$ cat src/rtl/pqhs_ram.sv
// Generic single-port-write, single-port-read RAM with a registered read.
// No dependencies.
`timescale 1ns / 1ps
`default_nettype none
module pqhs_ram #(
  parameter int WIDTH = 32,
  parameter int DEPTH = 128
) (
  input  wire logic                     clk,
  input  wire logic                     we,
  input  wire logic [$clog2(DEPTH)-1:0] waddr,
  input  wire logic [WIDTH-1:0]         wdata,
  input  wire logic [$clog2(DEPTH)-1:0] raddr,
  output logic      [WIDTH-1:0]         rdata
);

  logic [WIDTH-1:0] mem [DEPTH];

  always_ff @(posedge clk) begin
    if (we) begin
      mem[waddr] <= wdata;
    end
    rdata <= mem[raddr];
  end

endmodule
`default_nettype wire

$ cat config.mk
export PLATFORM = sky130hd
export DESIGN_NAME = pqhs_ram
export DESIGN_NICKNAME = d
export VERILOG_FILES = /design/src/rtl/pqhs_ram.sv
export SDC_FILE = /design/constraint.sdc
export NUM_CORES = 2
export LEC_CHECK = 0
export BUFFER_PORTS_ARGS = -buffer_cell sky130_fd_sc_hd__buf_2
export CAP_MARGIN = 20
export CORE_ASPECT_RATIO = 0.5
export CORE_MARGIN = 1
export CORE_UTILIZATION = 30
export DETAILED_ROUTE_END_ITERATION = 12
export PLACE_DENSITY = 0.41
export SETUP_SLACK_MARGIN = 0.15
export SLEW_MARGIN = 10
export SYNTH_ARGS = -nofsm -noshare
export SYNTH_HDL_FRONTEND = slang
export SYNTH_SLANG_ARGS = --single-unit
$ cat constraint.sdc
create_clock -name clk -period 6.7 [get_ports clk]
set_input_delay 0.335 -clock clk [delete_from_list [all_inputs] [get_ports clk]]
set_output_delay 0.335 -clock clk [all_outputs]
set_load 0.02 [all_outputs]
==> impl_metrics.yaml <==
logic_synthesis:
  synth-seq-area-share: 0.791
  synth_xor_xnor_area_share: 0
  ys_ff_latch: 4128
  synthAdderAreaFrac: 0
  share_of_the_synthesized_area_in_compound_gates_ao_oa_aoi_oai: 0
  synth-main-ff-cell: "sky130_fd_sc_hd__edfxtp_1"
  yosysWarnings: 0
  count_leader_synth: "sky130_fd_sc_hd__edfxtp_1"
  syn_area_per_cell_um2: 26.1
  post-synth-top-area-fraction: 0.787
  yosysTopAreaCell: "sky130_fd_sc_hd__edfxtp_1"
  syn_area_um2: 156000
  synthTopCellsByCount: "sky130_fd_sc_hd__edfxtp_1 (4096), sky130_fd_sc_hd__mux4_2 (1344), sky130_fd_sc_hd__clkbuf_1 (182)"
  yosysUniqueCellTypes: 17
  synth_cells: 5990
  synthArstFlopShare: 0
  post_synth_mux_area_share: 0.196
  synth_top_family_by_area: "multiplexers"
  yosys.area_share.simple: 0.00446
  synth.net_count: 6038
  post_synth_main_area_contributors: "sky130_fd_sc_hd__edfxtp_1 (79%), sky130_fd_sc_hd__mux4_2 (19%), sky130_fd_sc_hd__clkbuf_1 (0.44%)"
  synth_enable_flop_cells: 4096
setup_path:
  setup.worst_path.class: "input pin to flop"
  critPathLaunchType: "input pin"
  worstSetupPathDepth: 6
  timing.reg2reg.setup_slack_ns: 3.89
  arrival_ns: 4.18
  cpPeakStageDelay_ns: 0.72
  r2r_cells: 4
  path_max_fanout: 71
  worstSetupEndpoint: "rdata[5]"
  critPathMostFrequentCell: "sky130_fd_sc_hd__mux4_2"
  required_ns: 7.53
  worst-path-buf-inv: 2
  crit_path_cell_trace: "buf_12 -> buf_12 -> mux4_2 -> mux4_2 -> mux4_2 -> mux2_2"
  setup.worst_path.start: "raddr[0]"
  r2r-end: "rdata[2]"
  worst_reg2reg_path_startpoint: "mem[102][2]"
  timing.critical_path.slowest_stage_cell: "sky130_fd_sc_hd__mux4_2"
  critical_path.endpoint_type: "flop"
  kind_of_cell_with_the_highest_combined_delay_on_the_critical_path: "multiplexers"
cells_and_area:
  instances_no_fill: 13700
  drive_gt1_frac: 0.359
  area_growth_pct: 16.0
  design.final.nets: 6505
  fill_cells: 46800
  finish.utilization: 0.351
  final_area_um2: 181000
placed_design:
  gp_congestion: 0.780
  port_buffers: 79
  detailed_place_hpwl_um: 284000
  placedInstanceArea_um2: 168000
  dp_cell_count: 12900
routing:
  post_drt_via_cell_ratio: 5.21
  detail-route-antenna-nets: 0
  totalWireLength_um: 500000
  drt_first_iter_violations: 8723
  vias: 71300
  first_pass_iters: 7
  route.detailed.wl_per_inst_um: 36.6
  detail_route.drc_violations: 0
clocking:
  tritoncts: "done"
  clk_root_buffer_cell: "sky130_fd_sc_hd__clkbuf_16"
  clock_latency_ns: 0.95
  number_of_h_tree_branching_levels: 5
  cts_buffers: 400
  clock_tree.buffer_depth: 4
  clock_sink_count: 4128
  worst_setup_hold_path_clk_slew_ns: 0.06
  cts_setup_buffers: 0
global_routing:
  first_global_vias: 73500
  global_route.usage.total: 0.188
  antenna_violations_before_repair: 71
  grt_first_pass_wirelength_um: 670000
  grt_start_max_net_pins: 97
  grt_remaining_overflow: 0
timing:
  timing.final.setup_violations: 0
  finalSetupTns_ns: 0
  timing_hold_violations_final: 0
  skew_ns: 0.0485
  max_slew_margin: 0.192
  max_freq_mhz: 299
  finalMaxSlewViolations: 0
  worstMarginPinSlew_ns: 1.21
  grt_setup_unrepaired: "no"
  final_min_period_over_clock_period: 0.500
  min_cycle_time_layout_ns: 3.35
die:
  io-pin-count: 80
  floorplan.die_area_um2: 524000
  die_width_um: 1020
  core_area_um2: 516000
  fp-row-count: 186
  dieHeight_um: 512
  initial_utilization: 0.303
run:
  maxCapViolCount: 0
power:
  ir_worst_vdd_mv: 0.209
  power.density_nw_per_um2: 301
  power.static_leakage_nw: 54.5
min_path:
  timing.hold.worst.class: "input pin to flop"
  worst_hold_path_depth: 1
status:
  run_status: "completed"
cell families (layout without fill, tap and decap cells):
kind of cell           after synthesis  after routing
buffers and inverters              316           1117
AND/OR/NAND/NOR                    170            170
other                                0             17
multiplexers                      1376           1376
flip-flops                        4128           4128
worst min-delay path by stage:
| stage | startpoint | to |
|---|---|---|
| global placement | wdata[29] | mem[88][29] |
| finish | wdata[15] | mem[43][15] |
| floorplan | wdata[0] | mem[0][0] |
| detailed placement | wdata[29] | mem[92][29] |
| CTS | waddr[1] | mem[76][5] |
| global route | wdata[15] | mem[45][15] |
power breakdown:
part / internal (mW) / switching [mW] / total [mW]
sequential: 28.5 / 0.144 / 28.7
combinational: 1.05 / 1.84 / 2.90
clock: 13.1 / 9.93 / 23.1
total: 42.7 / 11.9 / 54.6
timing repair:
item                                    in CTS  in global routing
resized for setup                            0                  0
endpoints found under the setup margin       0                  0
hold buffers                                31                  0
hold endpoints to repair                  1391                  0
sequential cells by signal, indices dropped and copies added (netlist names):
signal and count:
mem 4096, rdata 32
layout by cell type (no fill, tap or decap), types with 7 or more instances in the layout:
cell,Yosys,layout
sky130_fd_sc_hd__nor2b_1,7,7
sky130_fd_sc_hd__clkinvlp_4,0,10
sky130_fd_sc_hd__nand2_1,14,11
sky130_fd_sc_hd__buf_2,79,40
sky130_fd_sc_hd__inv_6,0,7
sky130_fd_sc_hd__mux2_2,32,32
sky130_fd_sc_hd__buf_16,0,9
sky130_fd_sc_hd__nor2_4,0,119
sky130_fd_sc_hd__dfxtp_1,32,32
sky130_fd_sc_hd__clkbuf_16,0,405
sky130_fd_sc_hd__clkinv_2,0,81
sky130_fd_sc_hd__bufinv_16,0,48
sky130_fd_sc_hd__clkbuf_1,182,85
sky130_fd_sc_hd__mux4_2,1344,1344
sky130_fd_sc_hd__clkbuf_8,0,17
sky130_fd_sc_hd__clkinv_1,0,71
sky130_fd_sc_hd__edfxtp_1,4096,4096
sky130_fd_sc_hd__nand3_1,12,8
sky130_fd_sc_hd__buf_12,0,45
sky130_fd_sc_hd__nor3_2,0,9
sky130_fd_sc_hd__diode_2,0,17
sky130_fd_sc_hd__buf_4,3,251
sky130_fd_sc_hd__dlygate4sd3_1,0,31
routing by layer:
layer  part of all wire  wire (µm)  GRT usage  up-vias
met4              0.019       9260     0.0334        4
met1               0.45     225000      0.276    40900
li1                   -          -          -    27400
met3              0.057      28500     0.0232      554
met2               0.48     238000      0.305     2419
met5           0.000064         32          0        -
layout make-up:
type / count / area [µm²] / area share
diodes: 17 / 42.5 / 0.000235
clock buffers: 507 / 10700 / 0.0590
clock inverters: 229 / 2440 / 0.0135
multi-input cells: 1546 / 32300 / 0.178
flip-flops and latches: 4128 / 124000 / 0.682
well taps: 6862 / 8590 / 0.0474
repair buffers: 381 / 3610 / 0.0199
through the flow:
| stage | hold slack, ns | power (mW) | worst slack, ns |
|---|---|---|---|
| 6_report | 0.115 | 54.6 | 3.35 |
| 3_5_place_dp | 0.775 | 32.2 | 2.32 |
| 5_1_grt | 0.0743 | 56.2 | 3.27 |
| 3_3_place_gp | 0.770 | 32.1 | 2.33 |
| 4_1_cts | 0.0488 | 55.2 | 3.37 |
| 2_1_floorplan | 0.434 | 30.5 | 3.13 |
(Power assumes the default switching activity.)
